### config.mk
export PLATFORM = sky130hd
export DESIGN_NAME = mmnb_div
export DESIGN_NICKNAME = d
export VERILOG_FILES = /design/src/hdl/mmnb_pkg.sv /design/src/hdl/mmnb_div.sv
export SDC_FILE = /design/constraint.sdc
export NUM_CORES = 1
export LEC_CHECK = 0
export BUFFER_PORTS_ARGS = -buffer_cell sky130_fd_sc_hd__buf_2
export CORE_UTILIZATION = 52
export DETAILED_ROUTE_END_ITERATION = 8
export GPL_ROUTABILITY_DRIVEN = 1
export PLACE_DENSITY = 0.76
export SYNTH_ARGS = -nofsm -noshare
export SYNTH_HDL_FRONTEND = slang
export SYNTH_SLANG_ARGS = --single-unit
export TNS_END_PERCENT = 100
### constraint.sdc
create_clock -name aclk -period 2.9 [get_ports aclk]
set_clock_uncertainty 0.1 [all_clocks]
set_input_delay 0.58 -clock aclk [delete_from_list [all_inputs] [get_ports aclk]]
set_output_delay 0.58 -clock aclk [all_outputs]
set_load 0.01 [all_outputs]
### src/hdl/mmnb_pkg.sv
// Shared types, constants and codes for the min-max normalize-to-byte block.
package mmnb_pkg;

    localparam int STORE_DEPTH_DEFAULT = 4096;

    localparam int SAMPLE_W   = 16;
    localparam int COORD_W    = 10;
    localparam int CFG_W      = 11;
    localparam int CFG_IDX_W  = 2;
    localparam int PIXEL_W    = 8;
    localparam int ADDR_W     = 20;
    localparam int STATUS_W   = 2;
    localparam int IDX_W      = COORD_W + CFG_W + 1;
    localparam int NUM_W      = SAMPLE_W + PIXEL_W;
    localparam int DEN_W      = SAMPLE_W;

    localparam int S_TDATA_W  = 40;
    localparam int S_TUSER_W  = 2;
    localparam int M_TDATA_W  = 32;
    localparam int M_TUSER_W  = STATUS_W;

    localparam logic [CFG_W-1:0] CFG_RESET_VALUE = CFG_W'(64);

    typedef enum logic {
        OP_LOAD = 1'b0,
        OP_READ = 1'b1
    } op_t;

    typedef enum logic [STATUS_W-1:0] {
        STATUS_OK        = 2'd0,
        STATUS_INDEX_ERR = 2'd1,
        STATUS_FLAT      = 2'd2
    } status_t;

    typedef enum logic [CFG_IDX_W-1:0] {
        REG_ROW_LENGTH   = 2'd0,
        REG_ROW_COUNT    = 2'd1,
        REG_BITMAP_WIDTH = 2'd2,
        REG_UNUSED       = 2'd3
    } reg_idx_t;

    typedef struct packed {
        logic             start;
        logic [NUM_W-1:0] num;
        logic [DEN_W-1:0] den;
    } div_req_t;

    typedef struct packed {
        logic               done;
        logic [PIXEL_W-1:0] quotient;
    } div_rsp_t;

endpackage

### src/hdl/mmnb_div.sv
// Restoring divider that produces an 8-bit quotient, one bit per cycle.
module mmnb_div (
    input  logic               aclk,
    input  logic               aresetn,
    input  mmnb_pkg::div_req_t req,
    output mmnb_pkg::div_rsp_t rsp
);
    import mmnb_pkg::*;

    localparam int DSH_W = DEN_W + PIXEL_W - 1;

    logic                 busy_reg, busy_next;
    logic                 done_reg, done_next;
    logic [2:0]           cnt_reg, cnt_next;
    logic [NUM_W-1:0]     rem_reg, rem_next;
    logic [DSH_W-1:0]     dsh_reg, dsh_next;
    logic [PIXEL_W-1:0]   quo_reg, quo_next;
    logic                 ge;

    assign ge = rem_reg >= NUM_W'(dsh_reg);

    always_comb begin
        busy_next = busy_reg;
        done_next = 1'b0;
        cnt_next  = cnt_reg;
        rem_next  = rem_reg;
        dsh_next  = dsh_reg;
        quo_next  = quo_reg;
        if (req.start) begin
            busy_next = 1'b1;
            cnt_next  = 3'd7;
            rem_next  = req.num;
            dsh_next  = {req.den, (PIXEL_W-1)'(0)};
            quo_next  = '0;
        end else if (busy_reg) begin
            rem_next = ge ? rem_reg - NUM_W'(dsh_reg) : rem_reg;
            quo_next = {quo_reg[PIXEL_W-2:0], ge};
            dsh_next = dsh_reg >> 1;
            cnt_next = cnt_reg - 3'd1;
            if (cnt_reg == 3'd0) begin
                busy_next = 1'b0;
                done_next = 1'b1;
            end
        end
    end

    always_ff @(posedge aclk) begin
        if (!aresetn) begin
            busy_reg <= 1'b0;
            done_reg <= 1'b0;
            cnt_reg  <= '0;
        end else begin
            busy_reg <= busy_next;
            done_reg <= done_next;
            cnt_reg  <= cnt_next;
        end
    end

    always_ff @(posedge aclk) begin
        rem_reg <= rem_next;
        dsh_reg <= dsh_next;
        quo_reg <= quo_next;
    end

    assign rsp.done     = done_reg;
    assign rsp.quotient = quo_reg;

endmodule

==> impl_metrics.ini, run 1 <==
[clock_tree]
cts_sinks = 60
cts.clk_slew.worst_paths_ns = 0.07
cts_setup_buffers = 0
holdBufCountCts = 0
clkLatencyLatePin_ns = 0.34
cts_tree = yes
cts.path.max_buffers = 2
cts_buffers = 9
post_cts_resized = 0
cts_root_buf = clkbuf_8
htreeDepth = 3

[grt]
gr-usage-all-layers = 0.224
grt_pass1_vias = 2879
grt-ovfl-total = 0
grt_pass1_wl_mm = 13.0
grt_max_degree = 45
antenna_found_initial = 0

[floorplan]
pin_count = 52
dieArea_sq_um = 7520
dieHeight_um = 86.7
die_w_um = 86.7
row_count = 30
fp.coreArea_sq_um = 6870
floorplan.initialDensity = 0.543

[sta]
finalHoldViolations = 0
fin_setup_tns_ns = 0
layout_min_cycle_time_ns = 2.76
tightest_slew_ns = 0.715
maxSlewViolCount = 0
timing.final.crit_share = 0.952
rsz0062_at_grt = no
fmaxAchievable_ghz = 0.362
relSlewSlack = 0.523
setup_viol = 0

[logic_synthesis]
ys_types = 53
syn_nets = 475
seq_area_frac_synth = 0.429
async_reset_ff_frac = 0
ys.flop_type = edfxtp_1
synth_edf_count = 40
ys_warn_count = 0
mappedNetlistArea_sq_um = 3730
synth_cells = 406
avgSynthCellArea_sq_um = 9.19
ys_seq_elements = 60

[critical_path]
critPathCaptureType = flip-flop
cp.required_ns = 2.89
crit_path_max_fanout = 3
crit_type = reg -> reg
start_kind = flip-flop
cp.arrival_ns = 2.75

[finish]
area_delta_synth_final_pct = 16.4
antennaDiodeCount = 0
nNetsFinal = 526
drive_gt1_frac = 0.184
largest_reg_flops = 24

[drt]
firstDrtPassIters = 4
routed_via_density = 5.46
routedWlPerCell_um = 14.2
vias = 3046
drc = 0
drt_iter0_drc = 207
antenna_left = 0
drt_wl_total_mm = 7.95

[power_and_ir_drop]
peakVddDrop_v = 0.000280
power.switching_w = 0.00114
power_density_nw_per_um2 = 756
power.total_w = 0.00328
p_leak_nw = 1.88
clock_power_share = 0.264
seq_power_share = 0.347
p_int_w = 0.00214
swShare = 0.348
p_comb_frac = 0.389

[job]
maxCapViolCount = 0

[run_status]
status = completed

[placed_design]
gp_congestion = 0.895
dp_hpwl_mm = 5.69
io_buffers = 51

[hold_path]
hold_class = reg -> reg
[Yosys cell counts (6+ instances only)]
cell / number / area share
o21ai_1: 9 / 0.012
nand3_1: 8 / 0.011
inv_1: 31 / 0.031
ha_1: 25 / 0.084
a21oi_1: 28 / 0.038
o21a_1: 6 / 0.012
clkbuf_1: 13 / 0.013
nand2_1: 53 / 0.053
nand2b_1: 8 / 0.013
xor2_1: 13 / 0.031
edfxtp_1: 40 / 0.32
a21o_1: 8 / 0.016
o21ai_0: 31 / 0.042
mux2i_1: 14 / 0.038
a22o_1: 6 / 0.014
nor2_1: 28 / 0.028
dfxtp_1: 20 / 0.11
[layout by cell type (no fill, tap or decap), types with 2 or more instances in the layout]
master | synthesis | routed
nand2_1 | 53 | 53
buf_2 | 1 | 51
edfxtp_1 | 40 | 40
inv_1 | 31 | 31
o21ai_0 | 31 | 31
a21oi_1 | 28 | 28
nor2_1 | 28 | 28
ha_1 | 25 | 25
dfxtp_1 | 20 | 20
mux2i_1 | 14 | 14
xor2_1 | 13 | 13
clkbuf_8 | 0 | 10
o21ai_1 | 9 | 9
a21o_1 | 8 | 8
nand3_1 | 8 | 8
nand2b_1 | 8 | 7
buf_4 | 1 | 7
o21a_1 | 6 | 6
a22o_1 | 6 | 6
and3_1 | 5 | 5
xnor2_1 | 5 | 5
nor2b_1 | 4 | 4
and2_1 | 3 | 3
nand4_1 | 3 | 3
a211oi_1 | 3 | 3
o21bai_1 | 2 | 2
nand3b_1 | 2 | 2
mux2_2 | 2 | 2
o31ai_1 | 2 | 2
a21boi_0 | 2 | 2
nor3_1 | 2 | 2
or3_1 | 2 | 2
nor4_1 | 2 | 2
clkbuf_16 | 0 | 2
[power groups by stage]
stage | logic [W] | clock network [W] | registers, W
after detailed placement | 0.00124 | 0 | 0.00116
after floorplan | 0.000970 | 0 | 0.00113
after global routing | 0.00142 | 0.000919 | 0.00115
after global placement | 0.00121 | 0 | 0.00115
after CTS | 0.00126 | 0.000881 | 0.00114
final | 0.00128 | 0.000866 | 0.00114
[cell families after synthesis]
family,count (synthesis),synth area share
xor gates and xnor gates,18,0.0423
DFF,60,0.429
and+or+nand+nor,124,0.152
buffers and inverters,50,0.0516
AOI/OAI and AO/OA,112,0.192
adders and majority gates,26,0.0892
muxes,16,0.0436
[cell type report]
type                    count  area [sq um]
fillers                   576          2530
multi-input cells         296          1950
flip-flops and latches     60          1600
repair buffers             59           319
clock buffers              12           188
well taps                  96           120
inverters                  31           116
clock inverters             4          50.0
[per-stage QoR]
stage	util	worst slack, ns	hold WS [ns]	std cells	cell area, sq um
after floorplan	-	0.131	0.365	406	3730
after global placement	0.596	0.140	0.370	542	4090
after detailed placement	0.596	0.0587	0.378	542	4090
after CTS	0.630	0.0416	0.394	558	4330
after global routing	0.632	0.00758	0.392	558	4340
final	0.632	0.140	0.398	558	4340
[per-layer routing]
| metal | up-vias | wire (um) | track usage |
|---|---|---|---|
| met5 | - | 0 | 0 |
| met4 | 0 | 115 | 0.0591 |
| met3 | 11 | 303 | 0.0467 |
| met2 | 63 | 3720 | 0.373 |
| met1 | 1428 | 3810 | 0.299 |
| li1 | 1544 | - | - |
[final timing paths]
kind	from	endpoint	slack, ns	cells past startpoint
hold / removal	quo_reg[7]	quo_reg[7]	0.40	2
hold reg to reg	quo_reg[7]	quo_reg[7]	0.40	2
setup / recovery	rem_reg[0]	rem_reg[22]	0.14	11
setup reg to reg	rem_reg[0]	rem_reg[22]	0.14	11
[critical path, cell delays in order (launching register included)]
cell and delay [ns]:
edfxtp_1 0.37, inv_1 0.06, ha_1 0.16, inv_1 0.06, fa_2 0.35, a21o_1 0.19, a221oi_2 0.32, o211a_4 0.22
o21bai_4 0.08, a31oi_2 0.19, a211oi_1 0.07, o311a_1 0.34
Note: power is estimated with default switching activity, not from simulation.
==> inputs of run 2 (changes only) <==
Settings changed: ABC_CLOCK_PERIOD_IN_PS set to 3000, CORE_UTILIZATION 52 to 58, PLACE_DENSITY 0.76 to 0.8.
Clock period 2.9 ns to 3 ns, I/O delays scaled along.
==> run 2 against run 1 <==
  * Sequential power down 4%
  * Via count up 0.49%
  * Sequential cell count unchanged
  * Sequential share of layout area up 0.57 points
  * Total power down 5.5%
  * Highest routed layer unchanged
  * Critical endpoint unchanged
  * Non-clock buffer count down 2
  * Clock-buffer cell count down 1
  * Die area down 10%
  * Critical path type unchanged
  * Clock power down 9.7%
==> impl_metrics.ini, run 2 (synthesis results as in run 1) <==
[run_status]
status = completed

[drt]
firstDrtPassIters = 5
drc = 0
drt_iter0_drc = 169
antenna_left = 0
vias = 3061
routedWlPerCell_um = 15.0
drt_wl_total_mm = 8.01
routed_via_density = 5.72

[critical_path]
startpoint = rem_reg[0]
start_kind = flip-flop
crit_top_cell = inv_1
cp.arrival_ns = 2.83
cp.required_ns = 3.00
crit_path_max_fanout = 3
critPathCaptureType = flip-flop
cp_cell_sequence = inv_1 > ha_1 > inv_1 > fa_1 > a21o_1 > a221oi_2 > o211a_4 > o21bai_4 > a31oi_2 > a211oi_1 > o311a_1
cpPeakStageDelay_ns = 0.40
cp_slowest_cell = fa_1
crit_type = reg -> reg
timing.rr.start = rem_reg[0]

[sta]
rsz0062_at_grt = no
layout_min_cycle_time_ns = 2.84
relSlewSlack = 0.552
finalHoldViolations = 0
maxSlewViolCount = 0
tightest_slew_ns = 0.671
setup_viol = 0
timing.final.crit_share = 0.945
fin_setup_tns_ns = 0
fmaxAchievable_ghz = 0.353

[grt]
grt_use_met3 = 0.0527
grt-ovfl-total = 0
grt_pass1_vias = 2870
busiest_layer = met2
use_met2 = 0.437
gr-usage-all-layers = 0.255
grt_use_met1 = 0.309
grt_max_degree = 43
grt_pass1_wl_mm = 12.6
antenna_found_initial = 0

[floorplan]
die_w_um = 82.2
fp.coreArea_sq_um = 6060
pin_count = 52
row_count = 28
floorplan.initialDensity = 0.616
dieHeight_um = 82.2
dieArea_sq_um = 6760

[power_and_ir_drop]
p_leak_nw = 1.85
p_int_w = 0.00201
peakVddDrop_v = 0.000393
seq_power_share = 0.355
power.switching_w = 0.00110
p_comb_frac = 0.393
swShare = 0.353
clock_power_share = 0.252
power.total_w = 0.00310
power_density_nw_per_um2 = 726

[hold_path]
hold_class = reg -> reg
min_from = quo_reg[7]

[finish]
most-common-layout-cells = nand2_1, buf_2, edfxtp_1, inv_1, o21ai_0
layout_commonest_cell = nand2_1
num-fill-cells = 464
postLayoutCoreUtil = 0.706
area_delta_synth_final_pct = 14.6
largest_reg_flops = 24
layout.cells.non_filler = 535
regArea_sq_um = 1600
antennaDiodeCount = 0
multiInputGateArea_sq_um = 1950
nNetsFinal = 524
drive_gt1_frac = 0.178

[placed_design]
dp_cells = 519
io_buffers = 51
dp_hpwl_mm = 5.71
gp_congestion = 0.912

[clock_tree]
htreeDepth = 3
cts_tree = yes
cts.path.max_buffers = 2
cts_setup_buffers = 0
cts.clk_slew.worst_paths_ns = 0.07
cts_root_buf = clkbuf_8
cts_buffers = 9
cts_sinks = 60
clkLatencyLatePin_ns = 0.34

[job]
maxCapViolCount = 0
[run 2: cell types whose count changed in the layout (fill, tap and decap cells not counted), sizes merged]
cell,change
buf,-2
clkbuf,-1
clkinvlp,+1
[run 2: layout make-up]
| type | instances | area share |
|---|---|---|
| clock inverter | 5 | 0.0132 |
| multi-input combinational | 296 | 0.455 |
| clock buffer | 11 | 0.0380 |
| inverter | 31 | 0.0272 |
| sequential | 60 | 0.374 |
| tap | 75 | 0.0219 |
| timing repair buffer | 57 | 0.0702 |
[run 2: critical path, delay by kind of cell, from the launching register on]
| kind | cells | cell delay, ns |
|---|---|---|
| AO/OA/AOI/OAI | 7 | 1.44 |
| adder cells (fa/ha/maj) | 2 | 0.55 |
| flip-flops | 1 | 0.37 |
| buffers and inverters | 2 | 0.12 |
[run 2: power groups by stage]
stage          clock network (W)  logic [W]  registers, W
2_1_floorplan                  0   0.000938       0.00110
4_1_cts                 0.000793    0.00120       0.00110
5_1_grt                 0.000823    0.00135       0.00111
6_report                0.000782    0.00122       0.00110
3_3_place_gp                   0    0.00114       0.00111
3_5_place_dp                   0    0.00118       0.00112
[run 2: routing by layer]
| layer | wire length (um) | share of wire | vias to the layer above |
|---|---|---|---|
| met5 | 0 | 0 | - |
| met1 | 3590 | 0.45 | 1424 |
| met4 | 125 | 0.016 | 0 |
| met2 | 3890 | 0.49 | 90 |
| li1 | - | - | 1536 |
| met3 | 399 | 0.050 | 11 |
[run 2: through the flow]
step | hold WS (ns) | worst slack, ns | instance area, sq um
CTS | 0.410 | 0.122 | 4270
finish | 0.414 | 0.164 | 4280
floorplan | 0.365 | 0.231 | 3730
global route | 0.423 | 0.0346 | 4280
global placement | 0.369 | 0.254 | 4050
detailed placement | 0.406 | 0.136 | 4050
[run 2: path summary, 6_finish.rpt]
kind / end / slack, ns / cells after the start
max: rem_reg[22] / 0.16 / 11
min: quo_reg[7] / 0.41 / 2
max reg2reg: rem_reg[22] / 0.16 / 11
min reg2reg: quo_reg[7] / 0.41 / 2
[run 2: timing repair]
action | in CTS | in global routing
endpoints found under the setup margin | 0 | 1
hold buffers | 0 | 0
gates resized for setup | 0 | 1
==> inputs of run 3 (changes only) <==
Settings changed: CORE_MARGIN set to 3.
==> run 3 against run 2 <==
  * Final cell count grew 0.19%
  * Total power shrank 1.0%
  * Clock power shrank 5.8%
  * Combinational power is essentially flat
  * Fmax grew 0.26%
  * Largest power group unchanged
  * Highest routed layer unchanged
==> impl_metrics.ini, run 3 (synthesis results as in run 1) <==
[run_status]
status = completed

[finish]
multiInputGateArea_sq_um = 1950
drive_gt1_frac = 0.180
num-fill-cells = 498
most-common-layout-cells = nand2_1, buf_2, edfxtp_1, inv_1, o21ai_0
nNetsFinal = 525
area_delta_synth_final_pct = 14.6
layout_commonest_cell = nand2_1
antennaDiodeCount = 0
largest_reg_flops = 24
postLayoutCoreUtil = 0.705
regArea_sq_um = 1600
final_cell_area_sq_um = 4280

[sta]
tightest_slew_ns = 0.585
fin_setup_tns_ns = 0
relSlewSlack = 0.609
maxSlewViolCount = 0
layout_min_cycle_time_ns = 2.83
rsz0062_at_grt = no
fmaxAchievable_ghz = 0.353
finalHoldViolations = 0
timing.final.crit_share = 0.943
setup_viol = 0

[critical_path]
timing.rr.start = rem_reg[0]
critPathCaptureType = flip-flop
r2r_cells = 12
r2r_end = rem_reg[7]
start_kind = flip-flop
cp.required_ns = 3.00
crit_type = reg -> reg
startpoint = rem_reg[0]
reg2reg_setup_slack_ns = 0.17
cp.arrival_ns = 2.83
cp-endpoint = rem_reg[7]
crit_path_max_fanout = 19

[drt]
drt_iter0_drc = 252
routedWlPerCell_um = 15.5
drt_wl_total_mm = 8.32
drc = 0
firstDrtPassIters = 4
antenna_left = 0
vias = 3084
routed_via_density = 5.75

[clock_tree]
htreeDepth = 3
post_cts_resized = 0
cts_sinks = 60
cts.clk_slew.worst_paths_ns = 0.07
holdBufCountCts = 0
cts_setup_buffers = 0
cts_buffers = 9
cts.path.max_buffers = 2
clkLatencyLatePin_ns = 0.34
cts_tree = yes
cts_root_buf = clkbuf_8

[floorplan]
dieHeight_um = 86.2
fp.coreArea_sq_um = 6060
row_count = 28
floorplan.initialDensity = 0.616
dieArea_sq_um = 7430
pin_count = 52
die_w_um = 86.2

[grt]
gr-usage-all-layers = 0.234
grt_pass1_wl_mm = 13.8
antenna_found_initial = 0
grt_pass1_vias = 3075
grt-ovfl-total = 0
grt_max_degree = 39

[power_and_ir_drop]
peakVddDrop_v = 0.000384
power_density_nw_per_um2 = 719
power.total_w = 0.00307
p_leak_nw = 1.85

[hold_path]
hold_class = reg -> reg

[placed_design]
postPlaceCellArea_sq_um = 4070
gp_congestion = 0.876
io_buffers = 51
dp_hpwl_mm = 6.21

[job]
maxCapViolCount = 0
[run 3: changes by cell type in the layout (fill, tap and decap cells not counted)]
cell	delta
buf_12	+1
clkbuf_16	-1
clkbuf_8	-1
clkinv_2	-1
clkinv_4	+1
clkinvlp_4	+1
inv_4	+1
[run 3: layout make-up]
class                      instances  area share
clock buffer                       9      0.0290
clock inverter                     7      0.0173
inverter                          31      0.0272
multi-input combinational        296       0.455
sequential                        60       0.375
tap                               75      0.0219
timing repair buffer              58      0.0749
[run 3: how the worst min path moves through the flow]
stage,from,end,cells after the start
floorplan,dsh_reg[0],dsh_reg[0],2
global placement,quo_reg[7],quo_reg[7],2
detailed placement,quo_reg[0],quo_reg[0],2
CTS,quo_reg[0],quo_reg[0],2
global route,aresetn,cnt_reg[1],2
finish,dsh_reg[0],dsh_reg[0],2
[run 3: power breakdown]
group          total [W]  leakage [nW]  switching (W)  internal (W)
combinational    0.00123          1.18       0.000722      0.000511
clock           0.000737        0.0962       0.000351      0.000386
sequential       0.00110         0.573      0.0000578       0.00104
[run 3: layer usage]
| metal | track usage | up-vias | routed length [um] |
|---|---|---|---|
| met3 | 0.0352 | 16 | 518 |
| met4 | 0.105 | 0 | 121 |
| met1 | 0.300 | 1417 | 3680 |
| met2 | 0.393 | 112 | 4000 |
| li1 | - | 1539 | - |
| met5 | 0 | - | 0 |
[run 3: through the flow]
stage / setup WS, ns / instances / hold slack (ns)
after floorplan: 0.231 / 406 / 0.365
after global placement: 0.254 / 520 / 0.368
after detailed placement: 0.140 / 520 / 0.390
after CTS: 0.122 / 536 / 0.407
after global routing: 0.0131 / 536 / 0.421
final: 0.171 / 536 / 0.407
[run 3: worst max-delay path: stages (launching register included)]
cell      delay (ns)
edfxtp_1        0.36
inv_1           0.07
ha_1            0.15
inv_1           0.05
fa_1            0.40
a21o_1          0.20
a221oi_2        0.30
o211a_4         0.24
nor2_1          0.07
o21ai_1         0.14
a21bo_2         0.16
nand2b_2        0.14
buf_12          0.20
